==> src/hw/rtl/u8d_pkg.sv <==
// shared types and constants for the utf-8 sequence decoder
package u8d_pkg;

    localparam int unsigned NUM_CONT     = 5;
    localparam int unsigned PAY_W        = 6;
    localparam int unsigned CODE_W       = 31;
    localparam int unsigned LEN_W        = 3;
    localparam int unsigned IN_TDATA_W   = 48;
    localparam int unsigned OUT_TDATA_W  = 40;

    localparam logic [7:0] CONT_MASK     = 8'hC0;
    localparam logic [7:0] CONT_PATTERN  = 8'h80;

    localparam logic [LEN_W-1:0] LEN_ONE   = 3'd1;
    localparam logic [LEN_W-1:0] LEN_TWO   = 3'd2;
    localparam logic [LEN_W-1:0] LEN_THREE = 3'd3;
    localparam logic [LEN_W-1:0] LEN_FOUR  = 3'd4;
    localparam logic [LEN_W-1:0] LEN_FIVE  = 3'd5;
    localparam logic [LEN_W-1:0] LEN_SIX   = 3'd6;

    // lead classification passed from the first to the second stage
    typedef struct packed {
        logic [LEN_W-1:0]                 len;
        logic [6:0]                       lead_pay;
        logic [NUM_CONT-1:0][PAY_W-1:0]   pay;
        logic                             ok;
    } u8d_cls_t;

endpackage

==> src/hw/rtl/u8d_classify.sv <==
// lead byte classification and continuation check
module u8d_classify (
    input  logic [7:0]                          lead_byte,
    input  logic [u8d_pkg::NUM_CONT-1:0][7:0]   next_bytes,
    output u8d_pkg::u8d_cls_t                   cls
);
    import u8d_pkg::*;

    logic [NUM_CONT-1:0] cont_ok;

    always_comb begin
        cls = '0;
        for (int i = 0; i < NUM_CONT; i++) begin
            cont_ok[i]  = (next_bytes[i] & CONT_MASK) == CONT_PATTERN;
            cls.pay[i]  = next_bytes[i][PAY_W-1:0];
        end
        case (lead_byte) inside
            [8'h00:8'h7F]: begin
                cls.len      = LEN_ONE;
                cls.lead_pay = lead_byte[6:0];
            end
            [8'hC0:8'hDF]: begin
                cls.len      = LEN_TWO;
                cls.lead_pay = {2'b0, lead_byte[4:0]};
            end
            [8'hE0:8'hEF]: begin
                cls.len      = LEN_THREE;
                cls.lead_pay = {3'b0, lead_byte[3:0]};
            end
            [8'hF0:8'hF7]: begin
                cls.len      = LEN_FOUR;
                cls.lead_pay = {4'b0, lead_byte[2:0]};
            end
            [8'hF8:8'hFB]: begin
                cls.len      = LEN_FIVE;
                cls.lead_pay = {5'b0, lead_byte[1:0]};
            end
            [8'hFC:8'hFF]: begin
                cls.len      = LEN_SIX;
                cls.lead_pay = {6'b0, lead_byte[0]};
            end
            default: begin
                // lone continuation byte
                cls.len      = LEN_ONE;
                cls.lead_pay = '0;
            end
        endcase
        // every continuation the length needs must match 10xxxxxx
        cls.ok = 1'b1;
        for (int i = 0; i < NUM_CONT; i++) begin
            if ((LEN_W'(i + 1) < cls.len) && !cont_ok[i]) begin
                cls.ok = 1'b0;
            end
        end
    end

endmodule

==> src/hw/rtl/u8d_assemble.sv <==
// code point assembly from lead and continuation payloads
module u8d_assemble (
    input  u8d_pkg::u8d_cls_t               cls,
    output logic [u8d_pkg::CODE_W-1:0]      code
);
    import u8d_pkg::*;

    always_comb begin
        case (cls.len)
            LEN_ONE:   code = {24'b0, cls.lead_pay};
            LEN_TWO:   code = {20'b0, cls.lead_pay[4:0], cls.pay[0]};
            LEN_THREE: code = {15'b0, cls.lead_pay[3:0], cls.pay[0], cls.pay[1]};
            LEN_FOUR:  code = {10'b0, cls.lead_pay[2:0], cls.pay[0], cls.pay[1],
                               cls.pay[2]};
            LEN_FIVE:  code = {5'b0, cls.lead_pay[1:0], cls.pay[0], cls.pay[1],
                               cls.pay[2], cls.pay[3]};
            LEN_SIX:   code = {cls.lead_pay[0], cls.pay[0], cls.pay[1], cls.pay[2],
                               cls.pay[3], cls.pay[4]};
            default:   code = '0;
        endcase
    end

endmodule

==> src/hw/rtl/utf8_sequence_decoder.sv <==
// top level of the legacy utf-8 sequence decoder (1 to 6 byte forms)
// decodes one character from a six-byte window that starts at a lead byte and
// returns the code point and how many bytes to advance. leads 0xfc..0xff count
// as six-byte leads, a lone continuation byte gives code 0 and advance 1, and
// any needed continuation byte that is not 10xxxxxx gives code 0 and advance 1.
// overlong forms pass through. one transaction is accepted every cycle while
// s_tready is high; there are three register stages (classify register,
// assembly register, output register), and a transaction passes through them
// in that order before m_tvalid rises with its result. each stage holds its
// own valid bit and the ready chain lets stages fill bubbles, so a stalled
// output keeps taking input until all three stages are full
module utf8_sequence_decoder (
    input  logic                                aclk,
    input  logic                                aresetn,
    input  logic                                s_tvalid,
    output logic                                s_tready,
    // lead_byte[7:0], next_byte_1[15:8], next_byte_2[23:16],
    // next_byte_3[31:24], next_byte_4[39:32], next_byte_5[47:40]
    input  logic [u8d_pkg::IN_TDATA_W-1:0]      s_tdata,
    output logic                                m_tvalid,
    input  logic                                m_tready,
    // code_point[30:0], bytes_consumed[33:31], zero pad[39:34]
    output logic [u8d_pkg::OUT_TDATA_W-1:0]     m_tdata
);
    import u8d_pkg::*;

    // stage handshake
    logic s1_valid_reg, s2_valid_reg, s3_valid_reg;
    logic s1_ready, s2_ready, s3_ready;

    // stage payloads
    u8d_cls_t            cls_next;
    u8d_cls_t            s1_cls_reg;
    logic [CODE_W-1:0]   code_next;
    logic [CODE_W-1:0]   s2_code_reg;
    logic [LEN_W-1:0]    s2_len_reg;
    logic                s2_ok_reg;
    logic [CODE_W-1:0]   s3_code_reg;
    logic [LEN_W-1:0]    s3_len_reg;

    logic [NUM_CONT-1:0][7:0] next_bytes;

    // a stage takes new data when it is empty or its contents move on
    assign s3_ready = !s3_valid_reg || m_tready;
    assign s2_ready = !s2_valid_reg || s3_ready;
    assign s1_ready = !s1_valid_reg || s2_ready;
    assign s_tready = s1_ready;

    assign next_bytes = s_tdata[IN_TDATA_W-1:8];

    // stage 1: classify the lead and check continuations
    u8d_classify u_classify (
        .lead_byte  (s_tdata[7:0]),
        .next_bytes (next_bytes),
        .cls        (cls_next)
    );

    // stage 2: splice payload bits into the code point
    u8d_assemble u_assemble (
        .cls  (s1_cls_reg),
        .code (code_next)
    );

    always_ff @(posedge aclk) begin
        if (!aresetn) begin
            s1_valid_reg <= 1'b0;
            s2_valid_reg <= 1'b0;
            s3_valid_reg <= 1'b0;
        end else begin
            if (s1_ready) begin
                s1_valid_reg <= s_tvalid;
            end
            if (s2_ready) begin
                s2_valid_reg <= s1_valid_reg;
            end
            if (s3_ready) begin
                s3_valid_reg <= s2_valid_reg;
            end
        end
    end

    always_ff @(posedge aclk) begin
        if (s1_ready) begin
            s1_cls_reg <= cls_next;
        end
        if (s2_ready) begin
            s2_code_reg <= code_next;
            s2_len_reg  <= s1_cls_reg.len;
            s2_ok_reg   <= s1_cls_reg.ok;
        end
        // stage 3: a bad sequence collapses to code 0, advance 1
        if (s3_ready) begin
            s3_code_reg <= s2_ok_reg ? s2_code_reg : '0;
            s3_len_reg  <= s2_ok_reg ? s2_len_reg : LEN_ONE;
        end
    end

    assign m_tvalid = s3_valid_reg;
    assign m_tdata  = {{(OUT_TDATA_W - CODE_W - LEN_W){1'b0}}, s3_len_reg, s3_code_reg};

endmodule
==> config.mk <==
export PLATFORM = sky130hd
export DESIGN_NAME = utf8_sequence_decoder
export DESIGN_NICKNAME = d
export VERILOG_FILES = /design/src/hw/rtl/u8d_pkg.sv /design/src/hw/rtl/u8d_classify.sv /design/src/hw/rtl/u8d_assemble.sv /design/src/hw/rtl/utf8_sequence_decoder.sv
export SDC_FILE = /design/constraint.sdc
export NUM_CORES = 1
export LEC_CHECK = 0
export BUFFER_PORTS_ARGS = -buffer_cell sky130_fd_sc_hd__buf_2
export CORE_MARGIN = 3
export CORE_UTILIZATION = 49
export DETAILED_ROUTE_END_ITERATION = 12
export GPL_ROUTABILITY_DRIVEN = 0
export PLACE_DENSITY_LB_ADDON = 0.1
export SLEW_MARGIN = 0
export SYNTH_ARGS = -nofsm -noshare
export SYNTH_HDL_FRONTEND = slang
export SYNTH_SLANG_ARGS = --single-unit
==> constraint.sdc <==
create_clock -name aclk -period 2.14 [get_ports aclk]
set_input_delay 0.428 -clock aclk [delete_from_list [all_inputs] [get_ports aclk]]
set_output_delay 0.428 -clock aclk [all_outputs]
set_load 0.01 [all_outputs]
; ---- Word-level counts from Yosys, hierarchy flattened
; Index checks and enable logic that the tools add are counted.
[totals]
reg_bits = 113
wordCells = 75
input_bits = 52
out_inout_bits = 42
[op_classes]
order_cmp = 17
reduce_logical = 23
n_mux = 8
n_eq_ne = 11
[op_table]
columns = operator, count
row1 = 31-bit case mux with 6 select lines, 1
row2 = 10-bit two-way mux, 6
row3 = "8-bit >= comparator, second input constant", 5
row4 = "8-bit <= comparator, second input constant", 5
row5 = 1-bit logical AND, 11
row6 = "2-bit == test, second input constant", 5
row7 = "3-bit == test, second input constant", 3
row8 = "8-bit by 1-bit >= comparator with 1-bit output, second input constant", 1
row9 = "8-bit by 7-bit <= comparator with 1-bit output, second input constant", 1
row10 = 1-bit zero test, 8
row11 = "3-bit by 2-bit == test with 1-bit output, second input constant", 2
row12 = "2-bit by 3-bit less-than comparator with 1-bit output, first input constant", 2
row13 = "3-bit less-than comparator, first input constant", 2
row14 = 4-bit OR reduction, 1
row15 = "3-bit by 1-bit == test with 1-bit output, second input constant", 1
row16 = 1-bit logical OR, 3
row17 = "1-bit by 3-bit less-than comparator with 1-bit output, first input constant", 1
row18 = 1-bit two-way mux, 1

; ---- Depth between registers and ports, before layout
; Gate-level depths: netlist (run 1).
[depth]
ltp_word = 11
mapped_depth = 5
mapped_depth_nobuf = 3

; ---- Cells and area by module
; Synthesis (run 1) repeated with hierarchy kept, for this count alone.
[hier_totals]
cells_unflattened = 352
hier_area_um2 = 5103.6
[modules_own_cells]
columns = module, cells_each, seq_area_each_um2, area_per_inst_um2, n_inst
row1 = utf8_sequence_decoder, 166, 3363.2, 3741.1, 1
row2 = u8d_assemble, 122, 0.0, 937.1, 1
row3 = u8d_classify, 64, 0.0, 425.4, 1

; ---- Least setup slack after synthesis (run 1)
; Ideal clock, no wire load.
[synth_timing]
path_kind = input -> register
startpoint = in m_tready
endpoint = reg s1_cls_reg[0] (netlist name) (enable)
path_buffers = 0
required_time_ps = 1464
stages = 2
setup_time_ps = 676
arrival_time_ps = 1720
setup_slack_ps = -257
path_cell_list = nor2b_1 -> nand3_1
[synth_via]
elab_chain_len = 3
[synth_lines]
columns = item, line_no
row1 = from (decl), utf8_sequence_decoder.sv:21  ; input logic m_tready,
row2 = 1-bit logical OR, utf8_sequence_decoder.sv:44  ; assign s3_ready = !s3_valid_reg || m_tready;
row3 = 1-bit logical OR, utf8_sequence_decoder.sv:45  ; assign s2_ready = !s2_valid_reg || s3_ready;
row4 = 1-bit logical OR, utf8_sequence_decoder.sv:46  ; assign s1_ready = !s1_valid_reg || s2_ready;
row5 = net s_tready, utf8_sequence_decoder.sv:16  ; output logic s_tready,
row6 = to (signal assigned), utf8_sequence_decoder.sv:84  ; s1_cls_reg <= cls_next;
row7 = to (decl), utf8_sequence_decoder.sv:33  ; u8d_cls_t s1_cls_reg;
; The timed path passes the listed nets, and every way through them passes these cells.
; A chain may end at the register's enable or synchronous reset.

; ---- Worst setup path after layout (run 1)
[layout_timing]
startpoint = reg s3_valid_reg (netlist: m_tvalid)
endpoint = out s_tready
[layout_via]
elab_chain_len = 4
[layout_lines]
columns = item, line_no
row1 = from (decl), utf8_sequence_decoder.sv:28  ; logic s1_valid_reg, s2_valid_reg, s3_valid_reg;
row2 = from (signal assigned), utf8_sequence_decoder.sv:77  ; s3_valid_reg <= s2_valid_reg;
row3 = 1-bit zero test, utf8_sequence_decoder.sv:44
row4 = 1-bit logical OR, utf8_sequence_decoder.sv:44
row5 = 1-bit logical OR, utf8_sequence_decoder.sv:45
row6 = 1-bit logical OR, utf8_sequence_decoder.sv:46
row7 = to (decl), utf8_sequence_decoder.sv:16
; Every way passes these cells.

==> results of run 1 <==
## worst reg2reg max path, cell delays in order (launching register included)
cell and delay, ns:
edfxtp_1 0.57, nor2b_1 0.75, a221oi_1 0.21, a31oi_1 0.17
## synth_stat cells, types with 4 or more instances
| cell type | count |
|---|---|
| o21ai_0 | 10 |
| buf_4 | 8 |
| a22o_1 | 4 |
| and2_1 | 37 |
| a21oi_1 | 5 |
| a32oi_1 | 5 |
| a22oi_1 | 5 |
| nand2b_1 | 7 |
| edfxtp_1 | 110 |
| nand2_1 | 13 |
| inv_1 | 6 |
| nor2b_1 | 12 |
| a221o_1 | 5 |
| and3_1 | 5 |
| clkbuf_1 | 5 |
| a31oi_1 | 4 |
| mux2_2 | 7 |
| nor2_1 | 9 |
| a21boi_0 | 4 |
| mux2i_1 | 12 |
| buf_2 | 5 |
## cell type report
type,instances,area (um2),area share [%]
Multi-Input combinational cell,182,1264,21.33
Clock buffer,17,414.1,6.989
Tap cell,129,161.4,2.724
Sequential cell,113,3363,56.76
Clock inverter,15,167.7,2.829
Inverter,6,22.52,0.3801
Timing Repair Buffer,100,533.0,8.995
## per-stage QoR
stage	area [um2]	worst slack [ns]	total power, uW
finish	5926	0.2180	5634
global route	5926	0.09513	5868
CTS	5926	0.1672	5700
detailed placement	5344	0.3232	2983
global placement	5344	0.2825	2978
floorplan	4783	0.2882	2846
## how the worst max path moves through the flow
| stage | end | slack [ns] | cells past startpoint |
|---|---|---|---|
| final | s_tready | 0.22 | 3 |
| after CTS | s_tready | 0.17 | 3 |
| after floorplan | s1_cls_reg[0] | 0.29 | 2 |
| after detailed placement | s2_code_reg[5] | 0.32 | 3 |
| after global placement | s2_code_reg[5] | 0.28 | 3 |
| after global routing | s2_code_reg[5] | 0.1 | 3 |
## routing by layer
layer | vias up | wire [um] | track usage, %
met5 | - | 0 | 0
met4 | 0 | 156 | 7.597
met3 | 16 | 642 | 6.053
met2 | 121 | 3608 | 22.14
li1 | 1403 | - | -
met1 | 1295 | 3979 | 23.56
## cell families after synthesis
| logic type | count (synthesis) |
|---|---|
| multiplexers | 20 |
| buffers and inverters | 28 |
| other | 1 |
| AO/OA/AOI/OAI | 59 |
| AND/OR/NAND/NOR | 97 |
| flip-flops | 113 |
## where the power goes
part	switching, uW	internal (uW)
combinational	154	162
sequential	68.3	2550
clock	941	1760
==> flow_summary_export.csv, run 1 <==
group,metric,value,unit
worst_hold_path,whs_path_depth,1,
routing,viasPerCell,5.044,
yosys,synth_top_family_by_area,"simple AND/OR/NAND/NOR gates",
setup_path,rr_endpoint,"s2_code_reg[5]",
pwr,cellPowerDensity,950.8,nW/um2
yosys,synth-adder-area-share,0,%
yosys,syn-cell-area,4760,um2
clocking,postCtsHoldBufs,0,
sta,setup_violations,0,
yosys,async_flop_share,0,%
yosys,synthTopCellsByArea,"edfxtp_1, and2_1, mux2i_1, mux2_2, nor2b_1",
setup_path,cp.required,1.71,ns
pwr,power.leakage,0.002569,uW
routing,drt_first_pass_iters,4,
sta,hold_ws,0.09784,ns
placement,placed_cells,530,
sta,drv_slew,0,
floorplan,ioPinCount,94,
yosys,netlist.area_leader.share,69.40,%
layout,layout_common_cells,"edfxtp_1, buf_2, and2_1, clkbuf_16",
yosys,ys_types,48,
setup_path,worst-setup-path-type,"flip-flop to primary output",
layout,fin_util,63.53,%
layout,drive_gt1_share,32.79,%
routing,totalWireLength,8387,um
clocking,cts_tree,"yes",
routing,num_vias,2835,
layout,antenna_cells,0,
global_routing,grt_pass1_wl,13920,um
setup_path,critical_path_arrival,1.49,ns
setup_path,worstPathMaxFanout,5,
yosys,synthMuxAreaShare,4.495,%
clocking,clock_latency,0.50,ns
yosys,ys_ff_latch,113,
layout,num-fill-cells,695,
global_routing,grt_max_degree,36,
global_routing,antenna_found_initial,0,
yosys,yosys_warnings,0,
setup_path,crit_path_top_delay_cell,"nor2b_1",
layout,nets,472,
sta,rsz0062_at_grt,"false",
setup_path,reg2regPathDepth,3,
clocking,cts.path.max_buffers,2,
yosys,synth_enable_flop_cells,110,
worst_hold_path,hp-start,"s_tdata[26]",
floorplan,dieWidth,104.6,um
layout,instances_no_fill,562,
layout,final_common_cell,"edfxtp_1",
floorplan,die-height,104.6,um
worst_hold_path,hold_class,"primary input to flip-flop",
floorplan,dieArea,10930,um2
setup_path,start_kind,"flip-flop",
yosys,synth_compound_area_share,9.385,%
global_routing,grt-ovfl-total,0,
routing,ant_nets,0,
flow_run,cap_violations,0,
setup_path,r2r_start,"s1_cls_reg[38]",
sta,timing.final.crit_share,89.81,%
sta,min_period,1.922,ns
setup_path,cpPeakStageDelay,0.32,ns
status,status,"finished, final reports clean",
clocking,clkTransAtPathRegs,0.05,ns
sta,slew-limit-headroom,41.93,%
routing,drcViolationCount,0,
yosys,ys.flop_type,"edfxtp_1",
routing,drt_iter0_drc,219,
worst_hold_path,holdPathEnd,"s1_cls_reg[15]",
sta,fmax,0.5203,GHz
placement,numPortBuffers,87,
setup_path,critPathTopFamily,"simple AND/OR/NAND/NOR gates",
clocking,cts-htree-levels,4,
clocking,cts_setup_buffers,0,
layout,largest_reg_flops,41,
clocking,numCtsBuffers,17,
yosys,synth_xor_area_share,0,%
sta,hold_viol_final,0,
sta,finalSetupTns,0,ns
sta,clock_skew,0.006558,ns
yosys,synth-simple-area-share,12.09,%
global_routing,grt_pass1_vias,2744,
setup_path,worstSetupStartpoint,"m_tvalid",
setup_path,crit_chain,"nor2b_1 -> nand3_2 -> buf_2",
floorplan,num_rows,35,
placement,hpwl,5757,um
setup_path,crit_buf_inv,1,
routing,wire_per_inst,14.92,um
floorplan,initial_core_util,51.03,%
global_routing,grtUsageTotal,16.41,%
setup_path,reg2reg_setup_slack,0.29,ns
sta,max_slew.worst_pin.slew,0.8693,ns
floorplan,design.core.area,9328,um2
clocking,clock-sinks,113,
clocking,post_cts_resized,0,
clocking,root_buffer,"clkbuf_8",
yosys,syn_avg_cell_area,14.97,um2
setup_path,cp-end-kind,"primary output",
yosys,synth_largest_area_cell,"edfxtp_1",
yosys,ys_seq_area_share,70.66,%
pwr,irDropWorstVdd,0.0005729,V
yosys,syn-instance-count,318,
layout,syn2layout_area_growth,24.50,%
Note: power is estimated with default switching activity, not from simulation.
==> inputs of run 2 (changes only) <==
--- a/config.mk
+++ b/config.mk
@@ -6,8 +6,9 @@
 export NUM_CORES = 1
 export LEC_CHECK = 0
 export BUFFER_PORTS_ARGS = -buffer_cell sky130_fd_sc_hd__buf_2
-export CORE_MARGIN = 3
+export CORE_MARGIN = 5
 export CORE_UTILIZATION = 49
+export CTS_CLUSTER_DIAMETER = 200
 export DETAILED_ROUTE_END_ITERATION = 12
 export GPL_ROUTABILITY_DRIVEN = 0
 export PLACE_DENSITY_LB_ADDON = 0.1
==> flow_summary_export.csv, run 2 (same netlist as run 1, synthesis figures left out) <==
group,metric,value,unit
clocking,clkTransAtPathRegs,0.05,ns
sta,max_slew.worst_pin.slew,0.9424,ns
sta,setup_ws,0.2374,ns
routing,viasPerCell,5.037,
clocking,cts_setup_buffers,0,
layout,drive_gt1_share,31.63,%
layout,regArea,3363,um2
setup_path,worstPathMaxFanout,5,
status,status,"finished, final reports clean",
routing,wire_per_inst,15.51,um
clocking,cts.path.max_buffers,2,
clocking,clock_latency,0.49,ns
layout,nets,470,
layout,largest_reg_flops,41,
routing,num_vias,2836,
setup_path,start_kind,"flip-flop",
clocking,root_buffer,"clkbuf_8",
layout,multi_input_area,1264,um2
layout,num-fill-cells,777,
floorplan,dieWidth,108.6,um
clocking,numCtsBuffers,17,
sta,fmax,0.5256,GHz
floorplan,die-height,108.6,um
floorplan,dieArea,11780,um2
sta,slew-limit-headroom,37.04,%
floorplan,ioPinCount,94,
routing,ant_nets,0,
placement,dp_slack,0.2705,ns
setup_path,cpPeakStageDelay,0.31,ns
layout,fin_util,61.54,%
clocking,cts_tree,"yes",
clocking,postCtsHoldBufs,0,
routing,drt_iter0_drc,236,
clocking,cts-htree-levels,4,
flow_run,cap_violations,0,
pwr,irDropWorstVdd,0.0005044,V
global_routing,grt-ovfl-total,0,
clocking,clock-sinks,113,
routing,totalWireLength,8732,um
placement,hpwl,5960,um
setup_path,crit_buf_inv,1,
sta,hold_viol_final,0,
placement,numPortBuffers,87,
pwr,power.leakage,0.002585,uW
setup_path,crit_chain,"nor2b_1 -> nand3_2 -> buf_2",
setup_path,crit_path_top_delay_cell,"dfxtp_1",
routing,drcViolationCount,0,
routing,drt_first_pass_iters,4,
sta,finalSetupTns,0,ns
global_routing,grt_pass1_wl,13970,um
layout,layout_common_cells,"edfxtp_1, buf_2, and2_1, clkbuf_16, nand2_1",
global_routing,grt_max_degree,36,
pwr,cellPowerDensity,960.1,nW/um2
layout,syn2layout_area_growth,24.63,%
setup_path,worst-setup-path-type,"flip-flop to primary output",
global_routing,grtUsageTotal,15.82,%
layout,antenna_cells,0,
setup_path,critPathTopFamily,"simple AND/OR/NAND/NOR gates",
setup_path,critical_path_arrival,1.47,ns
sta,timing.final.crit_share,88.91,%
sta,min_period,1.903,ns
sta,drv_slew,0,
setup_path,cp-end-kind,"primary output",
worst_hold_path,hold_class,"primary input to flip-flop",
setup_path,reg2reg_setup_slack,0.27,ns
sta,setup_violations,0,
placement,placed_cells,532,
sta,clock_skew,0.007133,ns
floorplan,num_rows,36,
global_routing,grt_pass1_vias,2777,
global_routing,antenna_found_initial,0,
clocking,post_cts_resized,0,
sta,rsz0062_at_grt,"false",
layout,instances_no_fill,563,
floorplan,initial_core_util,49.38,%
layout,final_common_cell,"edfxtp_1",
floorplan,design.core.area,9639,um2
setup_path,cp.required,1.71,ns
## run 2: layout make-up
cell class | instances | share of cell area, %
flip-flops and latches | 113 | 56.70
multi-input cells | 182 | 21.30
repair buffers | 98 | 8.943
clock buffers | 17 | 6.982
clock inverters | 14 | 2.890
well taps | 133 | 2.805
inverters | 6 | 0.3797
## run 2: where the power goes
part / total, uW / switching (uW) / internal [uW]
logic: 322 / 162 / 161
registers: 2620 / 63.5 / 2550
clock network: 2760 / 901 / 1860
## run 2: worst reg2reg max path: cells and delay by family, from the launching register on
| family | cells | cell delay (ns) |
|---|---|---|
| AOI/OAI and AO/OA | 2 | 0.43 |
| and+or+nand+nor | 1 | 0.78 |
| DFF | 1 | 0.51 |
## run 2: stage by stage
step	hold slack (ns)	total power, uW	area [um2]
after floorplan	0.4003	2846	4783
after global placement	0.4042	2979	5346
after detailed placement	0.4063	2984	5346
after CTS	0.08230	5748	5932
after global routing	0.07762	5905	5932
final	0.1057	5695	5932
## run 2: worst paths after layout
check,cells past startpoint,to,from
max reg2reg,3,s2_code_reg[5],s1_cls_reg[39]
min,1,s1_cls_reg[2],s_tdata[9]
max,3,s_tready,m_tvalid
min reg2reg,0,s2_ok_reg,s1_cls_reg[0]
## run 2: per-layer routing
layer  track usage (%)  share of wire (%)
met1             23.19                 49
met2             22.55                 44
met3             4.478                5.6
met4             5.681               0.92
met5                 0                  0
==> inputs of run 3 (changes only) <==
--- a/config.mk
+++ b/config.mk
@@ -5,9 +5,10 @@
 export SDC_FILE = /design/constraint.sdc
 export NUM_CORES = 1
 export LEC_CHECK = 0
+export ABC_AREA = 1
 export BUFFER_PORTS_ARGS = -buffer_cell sky130_fd_sc_hd__buf_2
 export CORE_MARGIN = 5
-export CORE_UTILIZATION = 49
+export CORE_UTILIZATION = 55
 export CTS_CLUSTER_DIAMETER = 200
 export DETAILED_ROUTE_END_ITERATION = 12
 export GPL_ROUTABILITY_DRIVEN = 0
==> constraint.sdc (replaced) <==
create_clock -name aclk -period 1.8 [get_ports aclk]
set_input_delay 0.36 -clock aclk [delete_from_list [all_inputs] [get_ports aclk]]
set_output_delay 0.36 -clock aclk [all_outputs]
set_load 0.01 [all_outputs]
==> flow_summary_export.csv, run 3 <==
group,metric,value,unit
yosys,ys.flop_type,"edfxtp_1",
layout,nets,602,
floorplan,die-height,104.5,um
pwr,p_comb_share,5.4,%
clocking,clkTransAtPathRegs,0.05,ns
layout,layout_common_cells,"nand2_1, edfxtp_1, buf_2, inv_1, nand4_1",
sta,clock_skew,0.007731,ns
global_routing,grt-ovfl-total,0,
yosys,synthTopCellsByArea,"edfxtp_1, nand2_1, inv_1, nand4_1, nor2_1",
worst_hold_path,hold_class,"primary input to flip-flop",
layout,design_area,6133,um2
sta,finalSetupTns,0,ns
floorplan,ioPinCount,94,
sta,max_slew.worst_pin.slew,0.5678,ns
layout,num-fill-cells,611,
yosys,yosysMostFrequentCell,"nand2_1",
layout,drive_gt1_share,25.22,%
clocking,cts-htree-levels,4,
routing,drcViolationCount,0,
global_routing,grtUsageTotal,18.27,%
routing,drt_first_pass_iters,5,
pwr,p_sw_share,19.82,%
sta,rsz0062_at_grt,"false",
global_routing,grt_max_degree,39,
global_routing,grt_pass1_wl,16050,um
routing,wire_per_inst,14.04,um
floorplan,dieArea,10930,um2
yosys,synth_enable_flop_cells,110,
sta,hold_viol_final,0,
sta,setup_ws,0.1684,ns
setup_path,worstPathMaxFanout,15,
placement,dp_slack,0.09600,ns
layout,antenna_cells,0,
pwr,power.total,6959,uW
yosys,syn-instance-count,450,
status,status,"finished, final reports clean",
yosys,synth_largest_area_cell,"edfxtp_1",
routing,totalWireLength,9420,um
pwr,cellPowerDensity,1135,nW/um2
setup_path,cp.required,2.17,ns
setup_path,cp-end-kind,"flip-flop",
routing,ant_nets,0,
routing,m1WireLength,3935,um
yosys,ys_types,27,
setup_path,critical_path_arrival,2.00,ns
pwr,irDropWorstVdd,0.0006589,V
clocking,cts.path.max_buffers,2,
yosys,syn-cell-area,4915,um2
clocking,numCtsBuffers,17,
routing,num_vias,3409,
floorplan,design.core.area,8721,um2
sta,fmax,0.6129,GHz
placement,hpwl,6478,um
clocking,postCtsHoldBufs,0,
routing,drt_iter0_drc,281,
floorplan,num_rows,34,
layout,final_common_cell,"nand2_1",
yosys,syn_avg_cell_area,10.92,um2
global_routing,grt_pass1_vias,3376,
layout,instances_no_fill,671,
clocking,root_buffer,"clkbuf_8",
routing,wl_met3,941,um
placement,placed_cells,635,
yosys,yosys_warnings,0,
sta,slew-limit-headroom,61.94,%
placement,placed_cell_area,5465,um2
routing,wl_met2,4333,um
setup_path,worst-setup-path-type,"flip-flop to flip-flop",
global_routing,antenna_found_initial,0,
yosys,synth_commonest_cells,"nand2_1, edfxtp_1, inv_1",
yosys,netlist.area_leader.share,67.21,%
floorplan,dieWidth,104.5,um
sta,setup_violations,0,
pwr,power.leakage,0.003049,uW
layout,syn2layout_area_growth,24.80,%
flow_run,cap_violations,0,
floorplan,initial_core_util,56.36,%
pwr,p_switching,1380,uW
sta,min_period,1.632,ns
yosys,ys_seq_area_share,68.43,%
clocking,cts_tree,"yes",
routing,viasPerCell,5.080,
clocking,clock-sinks,113,
yosys,async_flop_share,0,%
sta,timing.final.crit_share,90.65,%
pwr,p_int,5580,uW
layout,largest_reg_flops,41,
setup_path,start_kind,"flip-flop",
yosys,ys_ff_latch,113,
pwr,clkPwrFrac,49.7,%
placement,numPortBuffers,87,
sta,drv_slew,0,
clocking,clock_latency,0.50,ns
routing,highest_layer,"met4",
pwr,p_seq_share,44.9,%
[run 3: cell types whose count changed after synthesis, moves of 7 or more]
cell / before / now
nand2_1: 13 / 142
inv_1: 6 / 71
and2_1: 37 / 0
nand4_1: 0 / 31
nor2_1: 9 / 25
mux2i_1: 12 / 0
nor2b_1: 12 / 0
mux2_2: 7 / 0
nand2b_1: 7 / 0
[run 3: layout make-up]
class	count	area, um2	share of cell area (%)
Timing Repair Buffer	99	575.6	9.384
Sequential cell	113	3364	54.86
Clock inverter	9	152.6	2.489
Timing Repair inverter	1	7.507	0.1224
Tap cell	108	135.1	2.203
Clock buffer	23	476.7	7.772
Multi-Input combinational cell	244	1125	18.34
Inverter	74	296.5	4.835
[run 3: per-stage QoR]
step / utilization (%) / hold WS (ns)
final: 70.33 / 0.03348
after global routing: 70.33 / 0.002205
after CTS: 69.89 / 0.001298
after detailed placement: 62.67 / 0.4071
after global placement: 62.67 / 0.4038
after floorplan: - / 0.4003
[run 3: critical path, stage by stage (launching register included)]
cell and delay, ns:
edfxtp_1 0.54, inv_1 0.44, nand3_1 0.15, o21ai_0 0.21, nor2_1 0.08, nand2_1 0.07
[run 3: logic make-up after synthesis]
family,Yosys count,share of synthesized area (%)
compound gates,27,3.284
buf+inv,98,9.165
flops,113,68.43
other cells,1,0.07630
simple gates,211,19.04
[run 3: final timing paths]
kind	from	endpoint	slack (ns)	depth (start not counted)
max	s1_cls_reg[40]	s2_code_reg[5]	0.17	5
min	s_tdata[41]	s1_cls_reg[26]	0.03	1
max reg2reg	s1_cls_reg[40]	s2_code_reg[5]	0.17	5
min reg2reg	s1_cls_reg[0]	s2_ok_reg	0.42	0
[run 3: routing by layer]
| metal | track usage (%) | vias up |
|---|---|---|
| li1 | - | 1690 |
| met1 | 24.64 | 1522 |
| met2 | 27.78 | 177 |
| met3 | 5.672 | 20 |
| met4 | 7.401 | 0 |
| met5 | 0 | - |
[run 3: power by group through the flow]
stage	clock network [uW]	logic [uW]	registers (uW)
global route	3660	425	3130
floorplan	0	203	3170
global placement	0	363	3170
finish	3460	375	3120
detailed placement	0	373	3170
CTS	3530	375	3120
[run 3: repair_timing]
item / 4_1_cts / 5_1_grt
gates resized for setup: 0 / 3
setup endpoints to repair: 0 / 9
buffers inserted: 0 / 3
